<file path="src/hw/rtl/bvs_pkg.sv">
// Package for block_vibration_statistics: shared widths and defaults.
`default_nettype none

package bvs_pkg;

  // Displacement sample width (signed, 1/256 nm).
  localparam int unsigned DispW = 32;
  // Velocity sample width (signed, 1/256 mm/s).
  localparam int unsigned VelW = 24;
  // Width of one squared velocity; the largest square is 2**46.
  localparam int unsigned SqMagW = 2 * VelW - 1;
  // Width of the integer square root of a mean square.
  localparam int unsigned RootW = VelW;
  // Default largest number of samples in one block.
  localparam int unsigned MaxBlockSamplesDef = 4096;

endpackage

`default_nettype wire

</file>
<file path="src/hw/rtl/block_vibration_statistics.sv">
// Top level of the block vibration statistics unit: front, queue and back joined.
//
//   Channel  Direction  Handshake                  Payload
//   in       sink       in_valid_i / in_ready_o    displacement_i, velocity_i, last_sample_i
//   out      source     out_valid_o / out_ready_i  disp_peak_to_peak_o, peak_velocity_o,
//                                                  mean_velocity_o, rms_velocity_o,
//                                                  sample_count_o
//
// The front takes one sample transfer per cycle: a squarer register, then the accumulators.
// A closing block goes through the back's serial divider and then its serial root before the
// result is offered. Two finished blocks can wait in the queue, so the front stalls only when
// a closing sample finds the queue full, as when short blocks are closed back to back or while
// the result register is held.
// Reset is asynchronous and active low; it empties the queue and clears every accumulator.
`default_nettype none

module block_vibration_statistics #(
  parameter int unsigned MaxBlockSamples = bvs_pkg::MaxBlockSamplesDef,
  parameter int unsigned CntW = $clog2(MaxBlockSamples + 1)
) (
  input  logic                             clk_i,
  input  logic                             rst_ni,
  input  logic                             in_valid_i,
  output logic                             in_ready_o,
  input  logic signed [bvs_pkg::DispW-1:0] displacement_i,
  input  logic signed [bvs_pkg::VelW-1:0]  velocity_i,
  input  logic                             last_sample_i,
  output logic                             out_valid_o,
  input  logic                             out_ready_i,
  output logic [bvs_pkg::DispW-1:0]        disp_peak_to_peak_o,
  output logic signed [bvs_pkg::VelW-1:0]  peak_velocity_o,
  output logic signed [bvs_pkg::VelW-1:0]  mean_velocity_o,
  output logic [bvs_pkg::RootW-1:0]        rms_velocity_o,
  output logic [CntW-1:0]                  sample_count_o
);

  localparam int unsigned DispW = bvs_pkg::DispW;
  localparam int unsigned VelW  = bvs_pkg::VelW;
  localparam int unsigned RootW = bvs_pkg::RootW;
  // The velocity sum and the sum of squares grow by one bit per doubling of the block size.
  localparam int unsigned SumW  = VelW + $clog2(MaxBlockSamples);
  localparam int unsigned SqW   = bvs_pkg::SqMagW + $clog2(MaxBlockSamples);
  localparam int unsigned EntW  = 2 * DispW + VelW + SumW + SqW + CntW;

  // Fields of one finished block as the front hands it over.
  logic signed [DispW-1:0] f_max;
  logic signed [DispW-1:0] f_min;
  logic signed [VelW-1:0]  f_peak;
  logic signed [SumW-1:0]  f_sum;
  logic [SqW-1:0]          f_sqsum;
  logic [CntW-1:0]         f_count;

  // The same fields as the back reads them from the head of the queue.
  logic signed [DispW-1:0] b_max;
  logic signed [DispW-1:0] b_min;
  logic signed [VelW-1:0]  b_peak;
  logic signed [SumW-1:0]  b_sum;
  logic [SqW-1:0]          b_sqsum;
  logic [CntW-1:0]         b_count;

  logic            q_push;
  logic            q_pop;
  logic            q_full;
  logic            q_empty;
  logic [EntW-1:0] q_wdata;
  logic [EntW-1:0] q_rdata;

  bvs_front #(
    .MaxBlockSamples (MaxBlockSamples),
    .CntW            (CntW),
    .SumW            (SumW),
    .SqW             (SqW)
  ) u_front (
    .clk_i            (clk_i),
    .rst_ni           (rst_ni),
    .in_valid_i       (in_valid_i),
    .in_ready_o       (in_ready_o),
    .displacement_i   (displacement_i),
    .velocity_i       (velocity_i),
    .last_sample_i    (last_sample_i),
    .push_o           (q_push),
    .full_i           (q_full),
    .disp_max_o       (f_max),
    .disp_min_o       (f_min),
    .vel_peak_o       (f_peak),
    .vel_sum_o        (f_sum),
    .vel_square_sum_o (f_sqsum),
    .count_o          (f_count)
  );

  assign q_wdata = {f_max, f_min, f_peak, f_sum, f_sqsum, f_count};

  bvs_fifo #(
    .Width (EntW)
  ) u_fifo (
    .clk_i   (clk_i),
    .rst_ni  (rst_ni),
    .push_i  (q_push),
    .wdata_i (q_wdata),
    .pop_i   (q_pop),
    .rdata_o (q_rdata),
    .full_o  (q_full),
    .empty_o (q_empty)
  );

  assign {b_max, b_min, b_peak, b_sum, b_sqsum, b_count} = q_rdata;

  bvs_back #(
    .MaxBlockSamples (MaxBlockSamples),
    .CntW            (CntW),
    .SumW            (SumW),
    .SqW             (SqW)
  ) u_back (
    .clk_i               (clk_i),
    .rst_ni              (rst_ni),
    .empty_i             (q_empty),
    .pop_o               (q_pop),
    .disp_max_i          (b_max),
    .disp_min_i          (b_min),
    .vel_peak_i          (b_peak),
    .vel_sum_i           (b_sum),
    .vel_square_sum_i    (b_sqsum),
    .count_i             (b_count),
    .out_valid_o         (out_valid_o),
    .out_ready_i         (out_ready_i),
    .disp_peak_to_peak_o (disp_peak_to_peak_o),
    .peak_velocity_o     (peak_velocity_o),
    .mean_velocity_o     (mean_velocity_o),
    .rms_velocity_o      (rms_velocity_o),
    .sample_count_o      (sample_count_o)
  );

`ifndef SYNTHESIS
  // The front must hold a closing sample back while the queue is full.
  assert property (@(posedge clk_i) disable iff (!rst_ni) !(q_push && q_full))
    else $error("block pushed into a full queue");

  // The back must only take a block from a queue that holds one.
  assert property (@(posedge clk_i) disable iff (!rst_ni) !(q_pop && q_empty))
    else $error("block taken from an empty queue");

  // A finished block holds at least one sample and never more than the limit.
  assert property (@(posedge clk_i) disable iff (!rst_ni)
    out_valid_o |-> (sample_count_o != '0) && (sample_count_o <= CntW'(MaxBlockSamples)))
    else $error("sample count of a finished block out of range");

  // The root of a mean of squares of velocity samples cannot exceed the largest magnitude.
  assert property (@(posedge clk_i) disable iff (!rst_ni)
    out_valid_o |-> (rms_velocity_o <= (RootW'(1) << (RootW - 1))))
    else $error("rms velocity out of range");
`endif

endmodule

`default_nettype wire

</file>
<file path="src/hw/rtl/bvs_fifo.sv">
// Two-entry queue between the accumulating front and the arithmetic back.
`default_nettype none

module bvs_fifo #(
  parameter int unsigned Width = 8
) (
  input  logic             clk_i,
  input  logic             rst_ni,
  input  logic             push_i,
  input  logic [Width-1:0] wdata_i,
  input  logic             pop_i,
  output logic [Width-1:0] rdata_o,
  output logic             full_o,
  output logic             empty_o
);

  localparam int unsigned Depth = 2;

  logic [Width-1:0] mem_q [Depth];
  logic             wr_ptr_q, wr_ptr_d;
  logic             rd_ptr_q, rd_ptr_d;
  logic [1:0]       fill_q, fill_d;
  logic             do_push;
  logic             do_pop;

  assign full_o  = (fill_q == 2'(Depth));
  assign empty_o = (fill_q == 2'd0);
  assign rdata_o = mem_q[rd_ptr_q];

  assign do_push = push_i && !full_o;
  assign do_pop  = pop_i && !empty_o;

  always_comb begin
    wr_ptr_d = do_push ? ~wr_ptr_q : wr_ptr_q;
    rd_ptr_d = do_pop ? ~rd_ptr_q : rd_ptr_q;
    fill_d   = fill_q;
    if (do_push && !do_pop) begin
      fill_d = fill_q + 2'd1;
    end else if (do_pop && !do_push) begin
      fill_d = fill_q - 2'd1;
    end
  end

  always_ff @(posedge clk_i or negedge rst_ni) begin
    if (!rst_ni) begin
      wr_ptr_q <= 1'b0;
      rd_ptr_q <= 1'b0;
      fill_q   <= 2'd0;
    end else begin
      wr_ptr_q <= wr_ptr_d;
      rd_ptr_q <= rd_ptr_d;
      fill_q   <= fill_d;
    end
  end

  always_ff @(posedge clk_i) begin
    if (do_push) begin
      mem_q[wr_ptr_q] <= wdata_i;
    end
  end

endmodule

`default_nettype wire

</file>
<file path="src/hw/rtl/bvs_front.sv">
// Sample front end: squares each velocity and keeps the running block accumulators.
`default_nettype none

module bvs_front #(
  parameter int unsigned MaxBlockSamples = bvs_pkg::MaxBlockSamplesDef,
  parameter int unsigned CntW = $clog2(MaxBlockSamples + 1),
  parameter int unsigned SumW = bvs_pkg::VelW + $clog2(MaxBlockSamples),
  parameter int unsigned SqW  = bvs_pkg::SqMagW + $clog2(MaxBlockSamples)
) (
  input  logic                             clk_i,
  input  logic                             rst_ni,
  input  logic                             in_valid_i,
  output logic                             in_ready_o,
  input  logic signed [bvs_pkg::DispW-1:0] displacement_i,
  input  logic signed [bvs_pkg::VelW-1:0]  velocity_i,
  input  logic                             last_sample_i,
  output logic                             push_o,
  input  logic                             full_i,
  output logic signed [bvs_pkg::DispW-1:0] disp_max_o,
  output logic signed [bvs_pkg::DispW-1:0] disp_min_o,
  output logic signed [bvs_pkg::VelW-1:0]  vel_peak_o,
  output logic signed [SumW-1:0]           vel_sum_o,
  output logic [SqW-1:0]                   vel_square_sum_o,
  output logic [CntW-1:0]                  count_o
);

  localparam int unsigned DispW = bvs_pkg::DispW;
  localparam int unsigned VelW  = bvs_pkg::VelW;
  localparam int unsigned SqMagW = bvs_pkg::SqMagW;

  // Sample register behind the squarer.
  logic                    s1_valid_q;
  logic signed [DispW-1:0] s1_disp_q;
  logic signed [VelW-1:0]  s1_vel_q;
  logic [SqMagW-1:0]       s1_sq_q;
  logic                    s1_last_q;

  // Block accumulators.
  logic signed [DispW-1:0] min_q, min_d;
  logic signed [DispW-1:0] max_q, max_d;
  logic signed [VelW-1:0]  peak_q, peak_d;
  logic signed [SumW-1:0]  sum_q, sum_d;
  logic [SqW-1:0]          sqsum_q, sqsum_d;
  logic [CntW-1:0]         count_q, count_d;

  logic signed [2*VelW-1:0] product;
  logic [VelW-1:0]          mag_new;
  logic [VelW-1:0]          mag_peak;
  logic                     first;
  logic                     close;
  logic                     advance;

  assign product = velocity_i * velocity_i;

  assign first    = (count_q == '0);
  assign mag_new  = s1_vel_q[VelW-1] ? (~s1_vel_q + 1'b1) : s1_vel_q;
  assign mag_peak = peak_q[VelW-1] ? (~peak_q + 1'b1) : peak_q;

  always_comb begin
    min_d   = (first || (s1_disp_q < min_q)) ? s1_disp_q : min_q;
    max_d   = (first || (s1_disp_q > max_q)) ? s1_disp_q : max_q;
    peak_d  = (mag_new > mag_peak) ? s1_vel_q : peak_q;
    sum_d   = sum_q + SumW'(s1_vel_q);
    sqsum_d = sqsum_q + SqW'(s1_sq_q);
    count_d = count_q + 1'b1;
  end

  // A block closes on its flagged last sample or when it reaches the size limit.
  assign close      = s1_last_q || (count_d == CntW'(MaxBlockSamples));
  assign advance    = s1_valid_q && (!close || !full_i);
  assign in_ready_o = !s1_valid_q || advance;
  assign push_o     = advance && close;

  assign disp_max_o       = max_d;
  assign disp_min_o       = min_d;
  assign vel_peak_o       = peak_d;
  assign vel_sum_o        = sum_d;
  assign vel_square_sum_o = sqsum_d;
  assign count_o          = count_d;

  always_ff @(posedge clk_i or negedge rst_ni) begin
    if (!rst_ni) begin
      s1_valid_q <= 1'b0;
    end else if (in_ready_o) begin
      s1_valid_q <= in_valid_i;
    end
  end

  always_ff @(posedge clk_i) begin
    if (in_ready_o && in_valid_i) begin
      s1_disp_q <= displacement_i;
      s1_vel_q  <= velocity_i;
      s1_sq_q   <= product[SqMagW-1:0];
      s1_last_q <= last_sample_i;
    end
  end

  always_ff @(posedge clk_i or negedge rst_ni) begin
    if (!rst_ni) begin
      min_q   <= '0;
      max_q   <= '0;
      peak_q  <= '0;
      sum_q   <= '0;
      sqsum_q <= '0;
      count_q <= '0;
    end else if (advance) begin
      if (close) begin
        min_q   <= '0;
        max_q   <= '0;
        peak_q  <= '0;
        sum_q   <= '0;
        sqsum_q <= '0;
        count_q <= '0;
      end else begin
        min_q   <= min_d;
        max_q   <= max_d;
        peak_q  <= peak_d;
        sum_q   <= sum_d;
        sqsum_q <= sqsum_d;
        count_q <= count_d;
      end
    end
  end

endmodule

`default_nettype wire

</file>
<file path="src/hw/rtl/bvs_back.sv">
// Result back end: serial divider for mean and mean square, serial root, result register.
`default_nettype none

module bvs_back #(
  parameter int unsigned MaxBlockSamples = bvs_pkg::MaxBlockSamplesDef,
  parameter int unsigned CntW = $clog2(MaxBlockSamples + 1),
  parameter int unsigned SumW = bvs_pkg::VelW + $clog2(MaxBlockSamples),
  parameter int unsigned SqW  = bvs_pkg::SqMagW + $clog2(MaxBlockSamples)
) (
  input  logic                             clk_i,
  input  logic                             rst_ni,
  input  logic                             empty_i,
  output logic                             pop_o,
  input  logic signed [bvs_pkg::DispW-1:0] disp_max_i,
  input  logic signed [bvs_pkg::DispW-1:0] disp_min_i,
  input  logic signed [bvs_pkg::VelW-1:0]  vel_peak_i,
  input  logic signed [SumW-1:0]           vel_sum_i,
  input  logic [SqW-1:0]                   vel_square_sum_i,
  input  logic [CntW-1:0]                  count_i,
  output logic                             out_valid_o,
  input  logic                             out_ready_i,
  output logic [bvs_pkg::DispW-1:0]        disp_peak_to_peak_o,
  output logic signed [bvs_pkg::VelW-1:0]  peak_velocity_o,
  output logic signed [bvs_pkg::VelW-1:0]  mean_velocity_o,
  output logic [bvs_pkg::RootW-1:0]        rms_velocity_o,
  output logic [CntW-1:0]                  sample_count_o
);

  localparam int unsigned DispW = bvs_pkg::DispW;
  localparam int unsigned VelW  = bvs_pkg::VelW;
  localparam int unsigned RootW = bvs_pkg::RootW;
  localparam int unsigned OpW   = 2 * RootW;
  localparam int unsigned IterW = $clog2(SqW);

  typedef enum logic [4:0] {
    StIdle = 5'b00001,
    StDiv  = 5'b00010,
    StFin  = 5'b00100,
    StRoot = 5'b01000,
    StHold = 5'b10000
  } state_e;

  state_e state_q, state_d;

  logic [IterW-1:0]        iter_q, iter_d;
  logic [DispW-1:0]        p2p_q;
  logic signed [VelW-1:0]  peak_q;
  logic                    neg_q;
  logic [CntW-1:0]         div_q;
  logic [SqW-1:0]          a_q, a_d;
  logic [SqW-1:0]          b_q, b_d;
  logic [CntW-1:0]         ra_q, ra_d;
  logic [CntW-1:0]         rb_q, rb_d;
  logic signed [VelW-1:0]  mean_q;
  logic [OpW-1:0]          op_q, op_d;
  logic [RootW+1:0]        rrem_q, rrem_d;
  logic [RootW-1:0]        root_q, root_d;

  logic [CntW:0]           ta;
  logic [CntW:0]           tb;
  logic                    ge_a;
  logic                    ge_b;
  logic [RootW+1:0]        tr;
  logic [RootW+1:0]        trial;
  logic                    ge_r;
  logic [SumW-1:0]         sum_abs;
  logic [VelW-1:0]         quot_lo;

  // One quotient bit of each division per cycle.
  always_comb begin
    ta   = {ra_q, a_q[SqW-1]};
    tb   = {rb_q, b_q[SqW-1]};
    ge_a = (ta >= {1'b0, div_q});
    ge_b = (tb >= {1'b0, div_q});
    ra_d = ge_a ? CntW'(ta - {1'b0, div_q}) : ta[CntW-1:0];
    rb_d = ge_b ? CntW'(tb - {1'b0, div_q}) : tb[CntW-1:0];
    a_d  = {a_q[SqW-2:0], ge_a};
    b_d  = {b_q[SqW-2:0], ge_b};
  end

  // One root bit per cycle, two operand bits brought down each time.
  always_comb begin
    tr     = {rrem_q[RootW-1:0], op_q[OpW-1 -: 2]};
    trial  = {root_q, 2'b01};
    ge_r   = (tr >= trial);
    rrem_d = ge_r ? (tr - trial) : tr;
    root_d = {root_q[RootW-2:0], ge_r};
    op_d   = {op_q[OpW-3:0], 2'b00};
  end

  assign sum_abs = vel_sum_i[SumW-1] ? (~vel_sum_i + 1'b1) : vel_sum_i;
  assign quot_lo = a_q[VelW-1:0];

  assign pop_o = (state_q == StIdle) && !empty_i;

  always_comb begin
    state_d = state_q;
    iter_d  = iter_q;
    unique case (state_q)
      StIdle: begin
        if (!empty_i) begin
          state_d = StDiv;
          iter_d  = IterW'(SqW - 1);
        end
      end
      StDiv: begin
        iter_d = iter_q - 1'b1;
        if (iter_q == '0) begin
          state_d = StFin;
        end
      end
      StFin: begin
        state_d = StRoot;
        iter_d  = IterW'(RootW - 1);
      end
      StRoot: begin
        iter_d = iter_q - 1'b1;
        if (iter_q == '0) begin
          state_d = StHold;
        end
      end
      StHold: begin
        if (out_ready_i) begin
          state_d = StIdle;
        end
      end
      default: begin
        state_d = StIdle;
      end
    endcase
  end

  always_ff @(posedge clk_i or negedge rst_ni) begin
    if (!rst_ni) begin
      state_q <= StIdle;
      iter_q  <= '0;
    end else begin
      state_q <= state_d;
      iter_q  <= iter_d;
    end
  end

  always_ff @(posedge clk_i) begin
    unique case (state_q)
      StIdle: begin
        if (!empty_i) begin
          p2p_q  <= disp_max_i - disp_min_i;
          peak_q <= vel_peak_i;
          neg_q  <= vel_sum_i[SumW-1];
          div_q  <= count_i;
          a_q    <= SqW'(sum_abs);
          b_q    <= vel_square_sum_i;
          ra_q   <= '0;
          rb_q   <= '0;
        end
      end
      StDiv: begin
        a_q  <= a_d;
        b_q  <= b_d;
        ra_q <= ra_d;
        rb_q <= rb_d;
      end
      StFin: begin
        mean_q <= neg_q ? (~quot_lo + 1'b1) : quot_lo;
        op_q   <= OpW'(b_q);
        rrem_q <= '0;
        root_q <= '0;
      end
      StRoot: begin
        op_q   <= op_d;
        rrem_q <= rrem_d;
        root_q <= root_d;
      end
      StHold: begin
      end
      default: begin
      end
    endcase
  end

  assign out_valid_o         = (state_q == StHold);
  assign disp_peak_to_peak_o = p2p_q;
  assign peak_velocity_o     = peak_q;
  assign mean_velocity_o     = mean_q;
  assign rms_velocity_o      = root_q;
  assign sample_count_o      = div_q;

endmodule

`default_nettype wire

</file>
<file path="config.mk">
export PLATFORM = sky130hd
export DESIGN_NAME = block_vibration_statistics
export DESIGN_NICKNAME = d
export VERILOG_FILES = /design/src/hw/rtl/bvs_pkg.sv /design/src/hw/rtl/block_vibration_statistics.sv /design/src/hw/rtl/bvs_fifo.sv /design/src/hw/rtl/bvs_front.sv /design/src/hw/rtl/bvs_back.sv
export SDC_FILE = /design/constraint.sdc
export NUM_CORES = 2
export LEC_CHECK = 0
export BUFFER_PORTS_ARGS = -buffer_cell sky130_fd_sc_hd__clkbuf_2
export CAP_MARGIN = 40
export CORE_UTILIZATION = 50
export DETAILED_ROUTE_END_ITERATION = 8
export GPL_ROUTABILITY_DRIVEN = 0
export GPL_TIMING_DRIVEN = 0
export PLACE_DENSITY = 0.77
export SLEW_MARGIN = 5
export SYNTH_ARGS = -nofsm -noshare
export SYNTH_HDL_FRONTEND = slang
export SYNTH_SLANG_ARGS = --single-unit
</file>
<file path="constraint.sdc">
create_clock -name clk_i -period 23.3 [get_ports clk_i]
set_clock_uncertainty 0.15 [all_clocks]
set_input_delay 2.33 -clock clk_i [delete_from_list [all_inputs] [get_ports clk_i]]
set_output_delay 2.33 -clock clk_i [all_outputs]
set_load 0.005 [all_outputs]
</file>
# ---- Yosys cells after proc, flatten, opt, wreduce, memory -nomap -nowiden
# Memories as Yosys holds them, arrays and structs flattened.
# Index checks and enable logic that the tools add are counted.
dict set report totals {
  ramBits 392
  input_bits 61
  mem_count 1
  register_bits 650
  word_cells 136
  latchBits 0
  output_inout_bits 119
  rom_bits 0
}
# memory depth width rd rd_ports_with_merged_regs wr line
set memory_table {}
lappend memory_table {u_fifo.mem_q 2 196 1 0 1 bvs_fifo.sv:19} ;# logic [Width-1:0] mem_q [Depth];
dict set report op_classes {
  reduce_logical 31
  mul 1
  div 0
  shifts 0
  mux 37
  order_cmp 6
  n_eq_ne 11
  add_sub_neg 14
  n_bitwise 7
}
# operator n
set op_table {}
lappend op_table {{$pmux W59 S2} 2}
lappend op_table {{$mux W59} 3}
lappend op_table {{$mux W24} 6}
lappend op_table {{$mux W32} 4}
lappend op_table {{$pmux W24 S2} 2}
lappend op_table {{$pmux W48 S2} 1}
lappend op_table {{$add A24 B1 Y24 const B} 3}
lappend op_table {{$mux W36} 2}
lappend op_table {{$not A24 Y24} 3}
lappend op_table {{$add A59 B47 Y59} 1}
lappend op_table {{$mux W13} 4}
lappend op_table {{$pmux W13 S2} 2}
lappend op_table {{$mul A24 B24 Y47} 1}
lappend op_table {{$add A36 B1 Y36 const B} 1}
lappend op_table {{$add A36 B24 Y36} 1}
lappend op_table {{$not A36 Y36} 1}
lappend op_table {{$gt A32 B32 Y1} 1}
lappend op_table {{$lt A32 B32 Y1} 1}
lappend op_table {{$sub A32 B32 Y32} 1}
lappend op_table {{$ge A14 B13 Y1} 2}
lappend op_table {{$ge A26 B26 Y1} 1}
lappend op_table {{$sub A13 B13 Y13} 2}
lappend op_table {{$pmux W5 S5} 1}
lappend op_table {{$gt A24 B24 Y1} 1}
lappend op_table {{31 further kinds} 60}

# ---- Depth between registers and ports, before layout
dict set report logic_depth {
  word_depth 12
  depth_mapped 26
  depth_no_buf 26
}

# ---- By module
# Synthesis repeated with hierarchy kept, for this count alone.
dict set report unflattened {
  cells_unflattened 6170
  hier_area_um2 71140.7
}
# module seq_area_each_um2 area_each_um2 instances cells_each
set modules_own_cells {}
lappend modules_own_cells {bvs_front 7992.7 37832.5 1 3804}
lappend modules_own_cells {bvs_back 10306.1 18435.2 1 1737}
lappend modules_own_cells {bvs_fifo 11871.4 14873.0 1 629}

# ---- Worst setup path before layout
# OpenSTA, ideal clock, no wires.
dict set report synth_path {
  path_kind {register -> register}
  from {reg u_front.count_q[0]}
  to {mem u_fifo.mem_q[0][0] (netlist bit) (enable)}
  t_arrival_ps 15577
  t_required_ps 22157
  setup_time_ps 993
  period_less_slack_ps 16721
  setup_slack_ps 6579
  path_stages_with_launch 13
  n_path_buf 4
  cell_sequence {dfrtp_1 > ha_1 > nand4_2 > nor3b_2 > xor2_1 > nor4_2 > a41oi_2 > and2_1 > buf_6 > buf_6 > buf_6 > buf_4 > nor3_1}
}
dict set report synth_via {
  elab_chain_cells 10
}
# element line
set synth_rtl {}
lappend synth_rtl {{from (decl)} bvs_front.sv:44} ;# logic [CntW-1:0] count_q, count_d;
lappend synth_rtl {{from (signal assigned)} bvs_front.sv:120} ;# count_q <= count_d;
lappend synth_rtl {{$add A13 B1 Y13 (*)} bvs_front.sv:65} ;# count_d = count_q + 1'b1;
lappend synth_rtl {{net f_count[10]} block_vibration_statistics.sv:51} ;# logic [CntW-1:0] f_count;
lappend synth_rtl {{$eq A13 B13 Y1 (*)} bvs_front.sv:69} ;# assign close = s1_last_q || (count_d == CntW'(MaxBlockSamples));
lappend synth_rtl {{$logic_or A1 B1 Y1 (*)} bvs_front.sv:69}
lappend synth_rtl {{$logic_not A1 Y1} bvs_front.sv:70} ;# assign advance = s1_valid_q && (!close || !full_i);
lappend synth_rtl {{$logic_or A1 B1 Y1} bvs_front.sv:70}
lappend synth_rtl {{$logic_and A1 B1 Y1} bvs_front.sv:70}
lappend synth_rtl {{$logic_and A1 B1 Y1 (*)} bvs_front.sv:72} ;# assign push_o = advance && close;
lappend synth_rtl {{$logic_and A1 B1 Y1 (*)} bvs_fifo.sv:30} ;# assign do_push = push_i && !full_o;
lappend synth_rtl {{$mux W1 (*)} bvs_fifo.sv:57} ;# if (do_push) begin
lappend synth_rtl {{$mux W1 (implied by the code) (*)} bvs_fifo.sv:58} ;# mem_q[wr_ptr_q] <= wdata_i;
lappend synth_rtl {{to (decl)} bvs_fifo.sv:19}
# The timed path passes the listed nets; every way through them passes the cells marked *.

# ---- Worst setup path in the final report
dict set report layout_path {
  from {in velocity_i[23] (netlist bit)}
  to {reg u_front.s1_sq_q[44], data pin}
}
dict set report layout_via {
  elab_chain_cells 1
}
# element line
set layout_rtl {}
lappend layout_rtl {{from (decl)} block_vibration_statistics.sv:26} ;# input logic signed [bvs_pkg::VelW-1:0] velocity_i,
lappend layout_rtl {{$mul A24 B24 Y47} bvs_front.sv:53} ;# assign product = velocity_i * velocity_i;
lappend layout_rtl {{net u_front.product[44]} bvs_front.sv:46} ;# logic signed [2*VelW-1:0] product;
lappend layout_rtl {{to (signal assigned)} bvs_front.sv:93} ;# s1_sq_q <= product[SqMagW-1:0];
lappend layout_rtl {{to (decl)} bvs_front.sv:35} ;# logic [SqMagW-1:0] s1_sq_q;
# The timed path passes the listed nets, and every way through them passes these cells.
# A chain may end at the register's enable or synchronous reset.

==> run summary <==
Post-CTS Setup Inserts -> 0
Post-synth top area cell -> edfxtp_1
Post-synth EDFFs -> 828
# resized after CTS -> 0
Root buffer cell -> clkbuf_16
Crit path DAT -> 10.90 ns
DR iter-0 viols -> 4379
Busiest grt layer -> met2
Share of the synthesized area in the top cell type -> 34.5%
Total Routing Usage GR -> 24.4%
Distinct cell type count after synthesis -> 107
MaxCap Viol Count -> 0
Worst Setup SP -> velocity_i[23]
Syn avg cell area -> 11.1 sq um
Width of the die -> 382 um
Final setup viols -> 0
Total I/O pin count -> 180
CTS tree -> done
Residual DRC -> 0
Main flop type after synthesis -> edfxtp_1
Clk_lat worst skew -> 0.73 ns
Dpl cells -> 8581
Final Instance Area -> 79400 sq um
Row cnt -> 138
Worst hold slack -> 0.327 ns
Gate Count Post-Synth -> 6474
Sequential-to-total area share from yosys stat -> 41.9%
Syn nets -> 7490
Fin crit share -> 45.5%
IO buf count -> 179
Antenna Nets Post-Route -> 0
Crit-path max cell delay -> 0.98 ns
Critical path fanouts, max -> 10
Cell Area, Synth -> 72000 sq um
Placement Cell Area -> 75900 sq um
Reg2reg start -> u_fifo.rd_ptr_q
Core area -> 142000 sq um
P&R area growth vs syn -> 10.3%
H-Tree Depth -> 3
Die Y -> 382 um
Wire per inst -> 20.3 um
Initial core utilization -> 50.6%
First-pass GRT wire length -> 280000 um
# clock sinks -> 1040
Setup crit end kind -> register
Hold Path Origin -> u_back.a_q[0]
Hold Crit Class -> reg2reg
Longest Clk Path Bufs -> 3
CP top delay family -> adder cells
CTS clock-pin slew for the worst setup and hold paths -> 0.06 ns
Number of synthesized register bits -> 1040
Max Clock Freq -> 94.3 MHz
Ys Warns -> 0
Most frequent cells after synthesis -> inv_1 (859), edfxtp_1 (828), nand2_1 (666)
WHS Path Cells -> 0
Via count of the first global-routing pass -> 51200
Cell mode on critical path -> fa_1
Stages on worst setup path -> 24
Vias -> 50400
Final nets -> 7813
Synth top area cells -> edfxtp_1 (35%), fa_1 (15%), dfrtp_1 (7.3%)
Setup WS pre-CTS -> 11.97 ns
Status -> completed
CP bufs+invs -> 9
Met3 Usage GRT -> 4.58%
DRT Wirelength -> 179000 um
Met1 Usage GRT -> 31.9%
Worst setup margin -> 12.69 ns
Final max-slew violation count -> 0
Initial antenna violation count -> 8
Final count of hold timing violations -> 0
Unrepaired setup endpoints after global routing -> false
CP Launch Type -> primary input
Met2 Track Usage GR -> 40.0%
R2r worst-path depth -> 19
Crit-path cells -> clkbuf_2 -> clkbuf_1 -> clkbuf_1 -> nand2_1 -> inv_1 -> fa_1 -> fa_1 -> inv_1 -> fa_1 -> inv_1 -> fa_1 -> fa_1 -> fa_1 -> inv_1 -> fa_1 -> inv_1 -> ha_1 -> clkbuf_1 -> a21o_1 -> a211oi_1 -> o41ai_2 -> a211oi_1 -> o21ai_1 -> xor2_1
Worst-margin pin slew -> 0.989 ns
Post-CTS Hold Buffers -> 0
Slowest CP cell -> fa_1
HPWL after detailed placement -> 135000 um
Most common cell in the netlist -> inv_1
Largest net degree at the start of global routing -> 99
Vias per cell -> 5.73
Total gr overflow -> 0
Crit Path Class -> in2reg
Asr flop ratio synth -> 20.4%
Cell Count, Final, Fillers Out -> 8790
Fin crit period -> 10.61 ns
Share of cells above drive strength 1 -> 9.04%
Number of CTS-inserted buffers -> 103
Pre-antenna DRT Iters -> 6
Die area -> 146000 sq um
Worst Path Required -> 23.60 ns
Relative slew margins -> 34.1%
[cell type report]
type	count	area (sq um)
multi-input cells	4312	37500
clock buffers	147	2890
flip-flops and latches	1040	30200
repair buffers	218	1450
well taps	1890	2360
plain buffers	263	1200
inverters	859	3230
fillers	11600	62800
diodes	12	30.0
clock inverters	49	641
[per-layer routing]
layer	share of wire, %	up-vias
met1	40	24800
li1	-	23100
met5	0.0045	-
met2	47	2071
met3	8.3	444
met4	4.2	2
[registers in the layout, indices dropped and copies added (netlist names), 32 cells and up]
| name | cells |
|---|---|
| u_front.max_q | 32 |
| u_front.min_q | 32 |
| u_front.sum_q | 36 |
| u_back.op_q | 48 |
| u_fifo.mem_q | 392 |
| u_front.sqsum_q | 59 |
| u_front.s1_disp_q | 32 |
| u_front.s1_sq_q | 46 |
| u_back.disp_peak_to_peak_o | 32 |
| u_back.b_q | 59 |
| u_back.a_q | 59 |
[through the flow]
step / TNS, ns / util [%]
4_1_cts: 0 / 55.8
3_3_place_gp: -296.93 / 52.9
5_1_grt: 0 / 55.8
6_report: 0 / 55.8
3_5_place_dp: 0 / 53.3
2_1_floorplan: 0 / -
[cells in the final DEF (no fill, tap or decap), types with 21 or more instances in the layout]
cell type,instances
nor2_1,247
buf_4,27
and2_1,157
a22o_1,102
edfxtp_1,828
o211ai_1,22
nand4_1,71
or4_1,26
nand2b_1,36
nor2b_1,58
clkbuf_2,178
buf_2,51
dfrtp_1,211
mux2_2,96
nor3_1,46
xor2_1,127
clkbuf_16,104
or3_1,32
a21o_1,118
o311ai_0,27
a221o_1,38
mux2i_1,162
nand3_1,91
fa_1,553
buf_6,21
xnor2_1,184
o21bai_1,21
and3_1,75
o21a_1,42
inv_1,858
a211oi_1,33
nand2_1,664
a21oi_1,226
ha_1,402
mux2_1,30
o31ai_1,26
a31oi_1,57
o21ai_0,293
clkbuf_1,207
[path summary, 6_finish.rpt]
path	to	slack (ns)
min in group asynchronous	u_fifo.rd_ptr_q	1.36
max in group asynchronous	u_front.min_q[9]	20.79
setup / recovery	u_front.s1_sq_q[44]	12.69
hold reg to reg	u_back.mean_velocity_o[0]	0.33
setup reg to reg	u_back.disp_peak_to_peak_o[31]	16.58
hold / removal	u_back.mean_velocity_o[0]	0.33
[worst reg2reg max path, delay by kind of cell (launching register included)]
kind	cells	cell delay, ns
AO/OA/AOI/OAI	6	1.74
XOR/XNOR	1	0.09
adder cells (fa/ha/maj)	1	0.39
buffers and inverters	8	2.62
flip-flops	1	0.34
multiplexers	1	0.37
AND/OR/NAND/NOR	2	0.76
[cells by family after synthesis]
| family | after synthesis | synth area share [%] |
|---|---|---|
| AO/OA/AOI/OAI | 1176 | 11.1 |
| buffers and inverters | 1122 | 6.14 |
| XOR/XNOR | 311 | 3.78 |
| flip-flops | 1040 | 41.9 |
| multiplexers | 289 | 4.24 |
| AND/OR/NAND/NOR | 1581 | 10.5 |
| adder cells (fa/ha/maj) | 955 | 22.4 |
Power is left out: the tool's default activity adds up to more than one toggle a clock period on the data nets, which glitch-free logic cannot reach.
